`src/hw/rtl/ufrr_pkg.sv`:
```
// Shared types and constants of the urgent-first round-robin dispatcher.
`timescale 1ns / 1ps
`default_nettype none

package ufrr_pkg;

   localparam int CountW     = 5;
   localparam int ClientW    = 4;
   localparam int GoalW      = 4;
   localparam int PayloadW   = 32;
   localparam int UrgentW    = 16;
   localparam int CsrIndexW  = 8;
   localparam int CsrDataW   = 32;
   localparam int GoalKinds  = 8;
   localparam int ResetCount = 16;

   typedef enum logic [1:0] {
      FUNC_POLL   = 2'd0,
      FUNC_TAKE   = 2'd1,
      FUNC_RESULT = 2'd2,
      FUNC_SPARE  = 2'd3
   } func_type;

   localparam logic [CsrIndexW-1:0] CSR_ADVISOR_ENABLED = 8'd0;
   localparam logic [CsrIndexW-1:0] CSR_CLIENT_COUNT    = 8'd1;

   // Status returned by the winner scan to the top-level sequencer.
   typedef struct packed {
      logic done;
      logic found;
   } scan_stat_type;

endpackage

`default_nettype wire

```
`src/hw/rtl/ufrr_if.sv`:
```
// Handshake channel interfaces for requests, responses and register writes.
`timescale 1ns / 1ps
`default_nettype none

interface ufrr_req_if;
   logic        valid;
   logic        ready;
   logic [1:0]  func;
   logic [3:0]  client_index;
   logic        request;
   logic [15:0] urgent_mask;
   logic [3:0]  result_goal;
   logic [31:0] result_payload;

   modport source (output valid, func, client_index, request, urgent_mask,
                   result_goal, result_payload, input ready);
   modport sink   (input valid, func, client_index, request, urgent_mask,
                   result_goal, result_payload, output ready);
endinterface

interface ufrr_rsp_if;
   logic        valid;
   logic        ready;
   logic        delivered;
   logic [3:0]  goal_out;
   logic [31:0] payload_out;
   logic        client_valid;
   logic [3:0]  client_out;

   modport source (output valid, delivered, goal_out, payload_out, client_valid,
                   client_out, input ready);
   modport sink   (input valid, delivered, goal_out, payload_out, client_valid,
                   client_out, output ready);
endinterface

interface ufrr_csr_if;
   logic        valid;
   logic        ready;
   logic [7:0]  index;
   logic [31:0] data;

   modport source (output valid, index, data, input ready);
   modport sink   (input valid, index, data, output ready);
endinterface

`default_nettype wire

```
`src/hw/rtl/ufrr_scan.sv`:
```
// Iterative winner scan: reduces the rotation start, then walks clients in two passes.
`timescale 1ns / 1ps
`default_nettype none

module ufrr_scan
   import ufrr_pkg::*;
#(
   parameter int MAX_CLIENTS = 16
) (
   input  logic                            clock,
   input  logic                            reset,
   input  logic                            start,
   input  logic [MAX_CLIENTS-1:0]          pending,
   input  logic [UrgentW-1:0]              urgent,
   input  logic [$clog2(MAX_CLIENTS)-1:0]  pointer,
   input  logic [CountW-1:0]               count,
   output scan_stat_type                   stat,
   output logic [$clog2(MAX_CLIENTS)-1:0]  winner
);

   localparam int PW = $clog2(MAX_CLIENTS);

   typedef enum logic [2:0] {
      SC_IDLE = 3'b001,
      SC_MOD  = 3'b010,
      SC_SCAN = 3'b100
   } sc_state_type;

   sc_state_type      state_ff, state_in;
   logic [PW-1:0]     start_ff, start_in;
   logic [PW-1:0]     pos_ff, pos_in;
   logic [CountW-1:0] step_ff, step_in;
   logic              pass_ff, pass_in;

   logic [31:0]       pos_ext;
   logic              urgent_bit;
   logic              hit;

   assign pos_ext    = 32'(pos_ff);
   // Clients at sixteen and above have no urgent bit.
   assign urgent_bit = (pos_ext < 32'(UrgentW)) && urgent[pos_ext[3:0]];
   assign hit        = pending[pos_ff] && (pass_ff || urgent_bit);
   assign winner     = pos_ff;

   always_comb begin
      state_in   = state_ff;
      start_in   = start_ff;
      pos_in     = pos_ff;
      step_in    = step_ff;
      pass_in    = pass_ff;
      stat.done  = 1'b0;
      stat.found = 1'b0;
      unique case (state_ff)
         SC_IDLE: begin
            if (start) begin
               start_in = pointer;
               state_in = SC_MOD;
            end
         end
         SC_MOD: begin
            // A stale pointer is brought below the count by repeated subtraction.
            if (32'(start_ff) >= 32'(count)) begin
               start_in = PW'(32'(start_ff) - 32'(count));
            end else begin
               pos_in   = start_ff;
               step_in  = '0;
               pass_in  = 1'b0;
               state_in = SC_SCAN;
            end
         end
         SC_SCAN: begin
            if (hit) begin
               stat.done  = 1'b1;
               stat.found = 1'b1;
               state_in   = SC_IDLE;
            end else if (32'(step_ff) + 1 == 32'(count)) begin
               if (pass_ff) begin
                  stat.done = 1'b1;
                  state_in  = SC_IDLE;
               end else begin
                  pass_in = 1'b1;
                  step_in = '0;
                  pos_in  = start_ff;
               end
            end else begin
               step_in = CountW'(32'(step_ff) + 1);
               if (32'(pos_ff) + 1 == 32'(count)) begin
                  pos_in = '0;
               end else begin
                  pos_in = PW'(32'(pos_ff) + 1);
               end
            end
         end
         default: begin
            state_in = SC_IDLE;
         end
      endcase
   end

   always_ff @(posedge clock) begin
      if (reset) begin
         state_ff <= SC_IDLE;
      end else begin
         state_ff <= state_in;
      end
      start_ff <= start_in;
      pos_ff   <= pos_in;
      step_ff  <= step_in;
      pass_ff  <= pass_in;
   end

endmodule

`default_nettype wire

```
`src/hw/rtl/urgent_first_round_robin_dispatcher.sv`:
```
// Top level of the urgent-first round-robin dispatcher with its sequencer and state.
//
//   channel   direction   signals
//   req_ch    in          valid ready func client_index request urgent_mask
//                         result_goal result_payload
//   rsp_ch    out         valid ready delivered goal_out payload_out client_valid client_out
//   csr_ch    in          valid ready index data (index 0 enable, 1 client count)
//
// Every request passes through accept, execute and write, plus the winner scan when a
// poll may dispatch; the scan first brings the rotation pointer below the active client
// count by repeated subtraction. The scan unit walks one client per cycle. Reset is
// synchronous; it sets the client count to sixteen and clears the other control state.
// A response waits in the output register; the next request is accepted meanwhile
// and stalls in its write cycle only if that register is still full.
`timescale 1ns / 1ps
`default_nettype none

module urgent_first_round_robin_dispatcher
   import ufrr_pkg::*;
#(
   parameter int MAX_CLIENTS = 16
) (
   input  logic       clock,
   input  logic       reset,
   ufrr_req_if.sink   req_ch,
   ufrr_rsp_if.source rsp_ch,
   ufrr_csr_if.sink   csr_ch
);

   localparam int PW = $clog2(MAX_CLIENTS);

   typedef enum logic [3:0] {
      S_IDLE  = 4'b0001,
      S_EXEC  = 4'b0010,
      S_SCAN  = 4'b0100,
      S_WRITE = 4'b1000
   } state_type;

   state_type              state_ff, state_in;
   logic                   enable_ff, enable_in;
   logic [CountW-1:0]      count_ff, count_in;

   func_type               func_ff, func_in;
   logic [ClientW-1:0]     idx_ff, idx_in;
   logic                   request_ff, request_in;
   logic [UrgentW-1:0]     urgent_ff, urgent_in;
   logic [GoalW-1:0]       goal_ff, goal_in;
   logic [PayloadW-1:0]    payload_ff, payload_in;

   logic [MAX_CLIENTS-1:0] pending_ff, pending_in;
   logic [PW-1:0]          ptr_ff, ptr_in;
   logic                   box_full_ff, box_full_in;
   logic [ClientW-1:0]     box_client_ff, box_client_in;
   logic                   busy_ff, busy_in;
   logic                   answer_ready_ff, answer_ready_in;
   logic [ClientW-1:0]     answer_client_ff, answer_client_in;
   logic [GoalW-1:0]       answer_goal_ff, answer_goal_in;
   logic [PayloadW-1:0]    answer_payload_ff, answer_payload_in;

   logic                   res_delivered_ff, res_delivered_in;
   logic [GoalW-1:0]       res_goal_ff, res_goal_in;
   logic [PayloadW-1:0]    res_payload_ff, res_payload_in;
   logic                   res_cvalid_ff, res_cvalid_in;
   logic [ClientW-1:0]     res_client_ff, res_client_in;

   logic                   rsp_valid_ff, rsp_valid_in;
   logic                   rsp_delivered_ff, rsp_delivered_in;
   logic [GoalW-1:0]       rsp_goal_ff, rsp_goal_in;
   logic [PayloadW-1:0]    rsp_payload_ff, rsp_payload_in;
   logic                   rsp_cvalid_ff, rsp_cvalid_in;
   logic [ClientW-1:0]     rsp_client_ff, rsp_client_in;

   logic [CountW-1:0]      act_count;
   logic                   poll_ok;
   logic [MAX_CLIENTS-1:0] idx_bit;
   logic [MAX_CLIENTS-1:0] pending_eff;
   logic                   scan_start;
   scan_stat_type          scan_stat;
   logic [PW-1:0]          scan_winner;
   logic                   slot_free;

   assign act_count   = (32'(count_ff) > MAX_CLIENTS) ? CountW'(MAX_CLIENTS) : count_ff;
   assign poll_ok     = enable_ff && ({1'b0, idx_ff} < act_count);
   assign idx_bit     = MAX_CLIENTS'(1) << idx_ff;
   assign pending_eff = request_ff ? (pending_ff | idx_bit) : pending_ff;
   assign slot_free   = !rsp_valid_ff || rsp_ch.ready;

   assign req_ch.ready        = (state_ff == S_IDLE);
   assign csr_ch.ready        = 1'b1;
   assign rsp_ch.valid        = rsp_valid_ff;
   assign rsp_ch.delivered    = rsp_delivered_ff;
   assign rsp_ch.goal_out     = rsp_goal_ff;
   assign rsp_ch.payload_out  = rsp_payload_ff;
   assign rsp_ch.client_valid = rsp_cvalid_ff;
   assign rsp_ch.client_out   = rsp_client_ff;

   ufrr_scan #(
      .MAX_CLIENTS (MAX_CLIENTS)
   ) u_scan (
      .clock   (clock),
      .reset   (reset),
      .start   (scan_start),
      .pending (pending_ff),
      .urgent  (urgent_ff),
      .pointer (ptr_ff),
      .count   (act_count),
      .stat    (scan_stat),
      .winner  (scan_winner)
   );

   always_comb begin
      state_in          = state_ff;
      enable_in         = enable_ff;
      count_in          = count_ff;
      func_in           = func_ff;
      idx_in            = idx_ff;
      request_in        = request_ff;
      urgent_in         = urgent_ff;
      goal_in           = goal_ff;
      payload_in        = payload_ff;
      pending_in        = pending_ff;
      ptr_in            = ptr_ff;
      box_full_in       = box_full_ff;
      box_client_in     = box_client_ff;
      busy_in           = busy_ff;
      answer_ready_in   = answer_ready_ff;
      answer_client_in  = answer_client_ff;
      answer_goal_in    = answer_goal_ff;
      answer_payload_in = answer_payload_ff;
      res_delivered_in  = res_delivered_ff;
      res_goal_in       = res_goal_ff;
      res_payload_in    = res_payload_ff;
      res_cvalid_in     = res_cvalid_ff;
      res_client_in     = res_client_ff;
      rsp_valid_in      = rsp_valid_ff && !rsp_ch.ready;
      rsp_delivered_in  = rsp_delivered_ff;
      rsp_goal_in       = rsp_goal_ff;
      rsp_payload_in    = rsp_payload_ff;
      rsp_cvalid_in     = rsp_cvalid_ff;
      rsp_client_in     = rsp_client_ff;
      scan_start        = 1'b0;

      if (csr_ch.valid) begin
         unique case (csr_ch.index)
            CSR_ADVISOR_ENABLED: enable_in = csr_ch.data[0];
            CSR_CLIENT_COUNT:    count_in  = csr_ch.data[CountW-1:0];
            default: ;
         endcase
      end

      unique case (state_ff)
         S_IDLE: begin
            if (req_ch.valid) begin
               func_in    = func_type'(req_ch.func);
               idx_in     = req_ch.client_index;
               request_in = req_ch.request;
               urgent_in  = req_ch.urgent_mask;
               goal_in    = req_ch.result_goal;
               payload_in = req_ch.result_payload;
               state_in   = S_EXEC;
            end
         end
         S_EXEC: begin
            res_delivered_in = 1'b0;
            res_goal_in      = '0;
            res_payload_in   = '0;
            res_cvalid_in    = 1'b0;
            res_client_in    = '0;
            state_in         = S_WRITE;
            unique case (func_ff)
               FUNC_POLL: begin
                  if (poll_ok) begin
                     // A waiting answer is consumed even when its goal is garbage.
                     if (answer_ready_ff && answer_client_ff == idx_ff) begin
                        if (32'(answer_goal_ff) < GoalKinds) begin
                           res_delivered_in = 1'b1;
                           res_goal_in      = answer_goal_ff;
                           res_payload_in   = answer_payload_ff;
                        end
                        answer_ready_in = 1'b0;
                     end
                     pending_in = pending_eff;
                     if (!busy_ff && !box_full_ff && |(pending_eff & idx_bit)) begin
                        scan_start = 1'b1;
                        state_in   = S_SCAN;
                     end
                  end
               end
               FUNC_TAKE: begin
                  if (box_full_ff) begin
                     box_full_in   = 1'b0;
                     busy_in       = 1'b1;
                     res_cvalid_in = 1'b1;
                     res_client_in = box_client_ff;
                  end
               end
               FUNC_RESULT: begin
                  if (busy_ff) begin
                     busy_in           = 1'b0;
                     answer_ready_in   = 1'b1;
                     answer_client_in  = box_client_ff;
                     answer_goal_in    = goal_ff;
                     answer_payload_in = payload_ff;
                  end
               end
               default: ;
            endcase
         end
         S_SCAN: begin
            if (scan_stat.done) begin
               // The poller is dispatched only if it is the scan's winner.
               if (scan_stat.found && 32'(scan_winner) == 32'(idx_ff)) begin
                  pending_in    = pending_ff & ~idx_bit;
                  box_full_in   = 1'b1;
                  box_client_in = idx_ff;
                  res_cvalid_in = 1'b1;
                  res_client_in = idx_ff;
                  if (32'(idx_ff) + 1 == 32'(act_count)) begin
                     ptr_in = '0;
                  end else begin
                     ptr_in = PW'(32'(idx_ff) + 1);
                  end
               end
               state_in = S_WRITE;
            end
         end
         S_WRITE: begin
            if (slot_free) begin
               rsp_valid_in     = 1'b1;
               rsp_delivered_in = res_delivered_ff;
               rsp_goal_in      = res_goal_ff;
               rsp_payload_in   = res_payload_ff;
               rsp_cvalid_in    = res_cvalid_ff;
               rsp_client_in    = res_client_ff;
               state_in         = S_IDLE;
            end
         end
         default: begin
            state_in = S_IDLE;
         end
      endcase
   end

   always_ff @(posedge clock) begin
      if (reset) begin
         state_ff         <= S_IDLE;
         enable_ff        <= 1'b0;
         count_ff         <= CountW'(ResetCount);
         pending_ff       <= '0;
         ptr_ff           <= '0;
         box_full_ff      <= 1'b0;
         box_client_ff    <= '0;
         busy_ff          <= 1'b0;
         answer_ready_ff  <= 1'b0;
         answer_client_ff <= '0;
         answer_goal_ff   <= '0;
         answer_payload_ff <= '0;
         rsp_valid_ff     <= 1'b0;
      end else begin
         state_ff         <= state_in;
         enable_ff        <= enable_in;
         count_ff         <= count_in;
         pending_ff       <= pending_in;
         ptr_ff           <= ptr_in;
         box_full_ff      <= box_full_in;
         box_client_ff    <= box_client_in;
         busy_ff          <= busy_in;
         answer_ready_ff  <= answer_ready_in;
         answer_client_ff <= answer_client_in;
         answer_goal_ff   <= answer_goal_in;
         answer_payload_ff <= answer_payload_in;
         rsp_valid_ff     <= rsp_valid_in;
      end
      func_ff          <= func_in;
      idx_ff           <= idx_in;
      request_ff       <= request_in;
      urgent_ff        <= urgent_in;
      goal_ff          <= goal_in;
      payload_ff       <= payload_in;
      res_delivered_ff <= res_delivered_in;
      res_goal_ff      <= res_goal_in;
      res_payload_ff   <= res_payload_in;
      res_cvalid_ff    <= res_cvalid_in;
      res_client_ff    <= res_client_in;
      rsp_delivered_ff <= rsp_delivered_in;
      rsp_goal_ff      <= rsp_goal_in;
      rsp_payload_ff   <= rsp_payload_in;
      rsp_cvalid_ff    <= rsp_cvalid_in;
      rsp_client_ff    <= rsp_client_in;
   end

   // The box and the worker never hold a client at the same time.
   a_box_or_worker : assert property (@(posedge clock) disable iff (reset)
      !(box_full_ff && busy_ff))
      else $error("box full while worker busy");

   // An answer appears only when the worker finishes.
   a_answer_from_worker : assert property (@(posedge clock) disable iff (reset)
      $rose(answer_ready_ff) |-> $fell(busy_ff))
      else $error("answer without worker result");

   // A client is placed in the box only while the worker is idle.
   a_fill_when_idle : assert property (@(posedge clock) disable iff (reset)
      $rose(box_full_ff) |-> $past(!busy_ff))
      else $error("box filled while worker busy");

   // A response is loaded only from the write cycle.
   a_rsp_from_write : assert property (@(posedge clock) disable iff (reset)
      ($rose(rsp_valid_ff) || (rsp_valid_ff && $past(rsp_ch.ready))) |->
         $past(state_ff == S_WRITE))
      else $error("response loaded outside write cycle");

endmodule

`default_nettype wire
```
`src/flat_wrapper.sv`:
```
// flat-port wrapper written by rule: the top's interface ports become plain ports
module urgent_first_round_robin_dispatcher_flat import ufrr_pkg::*;
#(
   parameter int MAX_CLIENTS = 16
)
  (clock, reset, req_ch_valid, req_ch_func, req_ch_client_index, req_ch_request, req_ch_urgent_mask, req_ch_result_goal, req_ch_result_payload, req_ch_ready, rsp_ch_valid, rsp_ch_delivered, rsp_ch_goal_out, rsp_ch_payload_out, rsp_ch_client_valid, rsp_ch_client_out, rsp_ch_ready, csr_ch_valid, csr_ch_index, csr_ch_data, csr_ch_ready);
  ufrr_req_if req_ch_i ();
  ufrr_rsp_if rsp_ch_i ();
  ufrr_csr_if csr_ch_i ();
  input  logic clock;
  input  logic reset;
  input wire logic [$bits(req_ch_i.valid)-1:0] req_ch_valid;
  input wire logic [$bits(req_ch_i.func)-1:0] req_ch_func;
  input wire logic [$bits(req_ch_i.client_index)-1:0] req_ch_client_index;
  input wire logic [$bits(req_ch_i.request)-1:0] req_ch_request;
  input wire logic [$bits(req_ch_i.urgent_mask)-1:0] req_ch_urgent_mask;
  input wire logic [$bits(req_ch_i.result_goal)-1:0] req_ch_result_goal;
  input wire logic [$bits(req_ch_i.result_payload)-1:0] req_ch_result_payload;
  output wire logic [$bits(req_ch_i.ready)-1:0] req_ch_ready;
  output wire logic [$bits(rsp_ch_i.valid)-1:0] rsp_ch_valid;
  output wire logic [$bits(rsp_ch_i.delivered)-1:0] rsp_ch_delivered;
  output wire logic [$bits(rsp_ch_i.goal_out)-1:0] rsp_ch_goal_out;
  output wire logic [$bits(rsp_ch_i.payload_out)-1:0] rsp_ch_payload_out;
  output wire logic [$bits(rsp_ch_i.client_valid)-1:0] rsp_ch_client_valid;
  output wire logic [$bits(rsp_ch_i.client_out)-1:0] rsp_ch_client_out;
  input wire logic [$bits(rsp_ch_i.ready)-1:0] rsp_ch_ready;
  input wire logic [$bits(csr_ch_i.valid)-1:0] csr_ch_valid;
  input wire logic [$bits(csr_ch_i.index)-1:0] csr_ch_index;
  input wire logic [$bits(csr_ch_i.data)-1:0] csr_ch_data;
  output wire logic [$bits(csr_ch_i.ready)-1:0] csr_ch_ready;
  assign req_ch_i.valid = req_ch_valid;
  assign req_ch_i.func = req_ch_func;
  assign req_ch_i.client_index = req_ch_client_index;
  assign req_ch_i.request = req_ch_request;
  assign req_ch_i.urgent_mask = req_ch_urgent_mask;
  assign req_ch_i.result_goal = req_ch_result_goal;
  assign req_ch_i.result_payload = req_ch_result_payload;
  assign req_ch_ready = req_ch_i.ready;
  assign rsp_ch_valid = rsp_ch_i.valid;
  assign rsp_ch_delivered = rsp_ch_i.delivered;
  assign rsp_ch_goal_out = rsp_ch_i.goal_out;
  assign rsp_ch_payload_out = rsp_ch_i.payload_out;
  assign rsp_ch_client_valid = rsp_ch_i.client_valid;
  assign rsp_ch_client_out = rsp_ch_i.client_out;
  assign rsp_ch_i.ready = rsp_ch_ready;
  assign csr_ch_i.valid = csr_ch_valid;
  assign csr_ch_i.index = csr_ch_index;
  assign csr_ch_i.data = csr_ch_data;
  assign csr_ch_ready = csr_ch_i.ready;
  urgent_first_round_robin_dispatcher #(.MAX_CLIENTS(MAX_CLIENTS)) u_core (.clock(clock), .reset(reset), .req_ch(req_ch_i), .rsp_ch(rsp_ch_i), .csr_ch(csr_ch_i));
endmodule
```
`config.mk`:
```
export PLATFORM = sky130hd
export DESIGN_NAME = urgent_first_round_robin_dispatcher_flat
export DESIGN_NICKNAME = d
export VERILOG_FILES = /design/src/hw/rtl/ufrr_pkg.sv /design/src/hw/rtl/ufrr_if.sv /design/src/hw/rtl/ufrr_scan.sv /design/src/hw/rtl/urgent_first_round_robin_dispatcher.sv /design/src/flat_wrapper.sv
export SDC_FILE = /design/constraint.sdc
export NUM_CORES = 1
export LEC_CHECK = 0
export BUFFER_PORTS_ARGS = -buffer_cell sky130_fd_sc_hd__buf_2
export CAP_MARGIN = 20
export CELL_PAD_IN_SITES_DETAIL_PLACEMENT = 0
export CELL_PAD_IN_SITES_GLOBAL_PLACEMENT = 1
export CORE_UTILIZATION = 30
export CTS_CLUSTER_DIAMETER = 50
export CTS_CLUSTER_SIZE = 16
export DETAILED_ROUTE_END_ITERATION = 10
export PLACE_DENSITY_LB_ADDON = 0.1
export REMOVE_ABC_BUFFERS = 1
export SLEW_MARGIN = 15
export SYNTH_ARGS = -nofsm -noshare
export SYNTH_HDL_FRONTEND = slang
export SYNTH_SLANG_ARGS = --single-unit
export TNS_END_PERCENT = 100
```
`constraint.sdc`:
```
create_clock -name clock -period 4.6 [get_ports clock]
set_input_delay 0.23 -clock clock [delete_from_list [all_inputs] [get_ports clock]]
set_output_delay 0.23 -clock clock [all_outputs]
set_load 0.005 [all_outputs]
```
==> results.py <==
metrics = {
    "run_status": {
        "outcome": "complete, no violations",
    },
    "grt": {
        "grt_max_degree": 49,
        "grt_pass1_vias": 6711,
        "grt.total_usage": 0.139,
        "antenna_found_initial": 0,
        "grt_pass1_wl_um": 35800,
        "overflow": 0,
    },
    "placed_design": {
        "place.gp.congestion": 0.726,
        "place_hpwl_um": 14300,
        "port-buffer-count": 120,
        "placed_area_um2": 10600,
        "post-place-ws_ps": 1240,
    },
    "clock_network": {
        "clockBufferDepth": 3,
        "cts_root_buf": "clkbuf_16",
        "clk_latency_ps": 500,
        "cts_made_buffers": 34,
        "cts_tree": "yes",
        "cts-htree-levels": 2,
        "cts_resized": 0,
        "clkSinkCount": 238,
        "path_clk_slew_ps": 40,
    },
    "critical_path": {
        "r2r_start": "u_core.u_scan.winner[0]$_DFFE_PP_",
        "rrSetupSlack_ps": 1260,
        "slowest_delay_ps": 870,
        "crit_chain": "mux4_1 -> nand2_1 -> a211o_1 -> a31o_2 -> or4_4 -> or3_1 -> a21oi_2",
        "timing.rr.end": "u_core.ptr_ff[3]$_SDFFE_PP0P_",
        "slowest_stage": "edfxtp_1",
        "r2r_cells": 7,
        "worstPathArrival_ps": 3750,
        "crit_type": "reg2reg",
        "path_buf_inv": 0,
        "cp_max_fo": 19,
        "cp-start-kind": "register",
        "cp-end-kind": "register",
        "crit_family": "simple AND/OR/NAND/NOR gates",
        "cp.required_ps": 5020,
    },
    "sta": {
        "setup_ws_ps": 1260,
        "rsz0062_at_grt": "false",
        "max_freq_mhz": 300,
        "slew_violations": 0,
        "skew_ps": 18.2,
        "setup_viol": 0,
        "fin_crit_ps": 3340,
        "finalCritPeriodShare": 0.725,
        "worst_slew_pin_slew_ps": 968,
        "max_slew_margin": 0.354,
        "hold_viol": 0,
        "finalSetupTns_ps": 0,
    },
    "route": {
        "totalWireLength_um": 22400,
        "routed.top_layer": "met4",
        "route.met3.wl_um": 1220,
        "drt-met1-wl_um": 9930,
        "wl_per_cell_um": 16.1,
        "firstDrtPassIters": 4,
        "drtIter0Drc": 316,
        "routed_via_density": 4.70,
        "ant_nets": 0,
        "drc": 0,
        "wl_met2_um": 10700,
        "vias": 6535,
    },
    "synth": {
        "yosysSeqAreaShare": 0.662,
        "synth-edff-count": 157,
        "synth.distinct_cells": 60,
        "syn_inst": 772,
        "synth_area_um2": 9580,
        "synth_warnings": 0,
        "ys.flop_type": "edfxtp_1",
        "syn_area_per_cell_um2": 12.4,
        "ys_seq_elements": 238,
        "synthArstFlopShare": 0,
    },
    "power_and_ir_drop": {
        "vdd_drop_max_v": 0.000227,
        "powerDensity_nw_per_um2": 425,
        "p_leak_nw": 4.66,
    },
    "job": {
        "max_cap_violations": 0,
    },
    "finish": {
        "layout_common_cells": "edfxtp_1 (157), buf_2 (121), nand2_1 (114)",
        "layout_commonest_cell": "edfxtp_1",
        "layout-drive-gt1-share": 0.205,
        "area_delta_synth_final_pct": 30.4,
        "fin_area_um2": 12500,
        "antenna_cells": 0,
        "nets": 1083,
    },
    "hold_path": {
        "hold_class": "in2reg",
        "min_to": "u_core.rsp_ch.valid$_SDFF_PP0_",
        "hold_path_depth": 3,
        "hold_start": "rsp_ch_ready",
    },
    "die": {
        "coreArea_um2": 31500,
        "die_w_um": 181,
        "pin_count": 149,
        "initial_core_util": 0.304,
        "fp-row-count": 65,
        "die_y_um": 181,
        "die_area_um2": 32600,
    },
}
## routing by layer
| metal | global-route usage | vias to the layer above |
|---|---|---|
| li1 | - | 3189 |
| met1 | 0.171 | 3126 |
| met2 | 0.235 | 175 |
| met3 | 0.0340 | 45 |
| met4 | 0.0523 | 0 |
| met5 | 0 | - |
## cell usage after synthesis, types with 3 or more instances
cell type	instances	area share
clkbuf_1	37	0.015
mux4_1	8	0.022
nor2b_1	6	0.0039
o21ai_0	22	0.011
o211ai_1	7	0.0055
ha_1	16	0.021
nor4_1	3	0.0020
inv_1	19	0.0074
a21oi_1	64	0.033
and3_1	4	0.0026
or3_1	7	0.0046
nor4b_1	4	0.0037
nor3_1	6	0.0031
edfxtp_1	157	0.49
a21o_1	3	0.0024
a211oi_1	10	0.0078
mux2i_1	14	0.015
a311oi_1	5	0.0046
dfxtp_1	81	0.17
nand3_1	12	0.0063
and2_1	38	0.025
nand4b_1	3	0.0027
a31oi_1	15	0.0098
a22o_1	3	0.0027
nand2_1	114	0.045
xor2_1	14	0.013
nand2b_1	14	0.0091
xnor2_1	10	0.0091
nor2_1	32	0.013
nand3b_1	5	0.0039
## worst min-delay path, delay by kind of cell
family                 cells  cell delay [ps]
and+or+nand+nor            1              140
AOI/OAI and AO/OA          1               80
buffers and inverters      1               70
## sequential cells by signal, summed over array words and instances, names as in the netlist, 2 cells and up
| register | cells |
|---|---|
| u_core.answer_payload_ff | 32 |
| u_core.payload_ff | 32 |
| u_core.res_payload_ff | 32 |
| u_core.rsp_ch.payload_out | 32 |
| u_core.pending_ff | 16 |
| u_core.urgent_ff | 16 |
| u_core.count_ff | 5 |
| u_core.u_scan.step_ff | 5 |
| u_core.answer_client_ff | 4 |
| u_core.answer_goal_ff | 4 |
| u_core.box_client_ff | 4 |
| u_core.goal_ff | 4 |
| u_core.idx_ff | 4 |
| u_core.ptr_ff | 4 |
| u_core.res_client_ff | 4 |
| u_core.res_goal_ff | 4 |
| u_core.rsp_ch.client_out | 4 |
| u_core.rsp_ch.goal_out | 4 |
| u_core.state_ff | 4 |
| u_core.u_scan.start_ff | 4 |
| u_core.u_scan.winner | 4 |
| u_core.u_scan.state_ff | 3 |
| u_core.func_ff | 2 |
## metrics by stage
| step | util | std cells | power, mW | hold slack (ps) |
|---|---|---|---|---|
| 6_report | 0.397 | 1389 | 5.30 | 83.9 |
| 5_1_grt | 0.397 | 1389 | 5.52 | 87.0 |
| 4_1_cts | 0.396 | 1387 | 5.40 | 64.1 |
| 3_5_place_dp | 0.337 | 1261 | 2.57 | 405 |
| 3_3_place_gp | 0.337 | 1261 | 2.56 | 401 |
| 2_1_floorplan | - | 728 | 2.47 | 292 |
## kinds of logic after synthesis
family	after synthesis	share of synthesized area
mux	24	0.0401
simple gates	256	0.131
flops	238	0.662
xor+xnor	24	0.0220
other cells	2	0.000784
compound gates	148	0.0941
buf+inv	63	0.0269
fa+ha+maj	17	0.0230
## how the worst max path moves through the flow
stage / start / endpoint / slack (ps) / cells past startpoint
after floorplan: u_core.state_ff[2]$_SDFFE_PP0P_ / u_core.rsp_ch.client_out[0]$_DFFE_PP_ / 1250 / 2
after global placement: u_core.count_ff[4]$_SDFFE_PP1P_ / u_core.u_scan.winner[0]$_DFFE_PP_ / 1210 / 8
after detailed placement: u_core.count_ff[4]$_SDFFE_PP1P_ / u_core.u_scan.winner[3]$_DFFE_PP_ / 1240 / 8
after CTS: u_core.count_ff[4]$_SDFFE_PP1P_ / u_core.u_scan.winner[0]$_DFFE_PP_ / 1210 / 8
after global routing: u_core.u_scan.winner[0]$_DFFE_PP_ / u_core.pending_ff[6]$_SDFFE_PP0P_ / 1110 / 7
final: u_core.u_scan.winner[0]$_DFFE_PP_ / u_core.ptr_ff[3]$_SDFFE_PP0P_ / 1260 / 7
## report_power, final
| part | leakage (nW) | switching [mW] | internal, mW |
|---|---|---|---|
| Combinational | 1.97 | 0.102 | 0.0924 |
| Sequential | 2.09 | 0.0328 | 2.33 |
| Clock | 0.595 | 0.991 | 1.75 |
## cell type report
cell class / count / area [um^2]
Clock buffer: 43 / 968
Clock inverter: 18 / 258
Fill cell: 3007 / 19000
Inverter: 19 / 71.3
Multi-Input combinational cell: 471 / 3000
Sequential cell: 238 / 6340
Tap cell: 402 / 503
Timing Repair Buffer: 198 / 1340
## timing repair
action                    in CTS  in global routing
hold endpoints to repair      65                  0
buffers inserted               0                  0
hold buffers                  65                  0
Note: power is estimated with default switching activity, not from simulation.
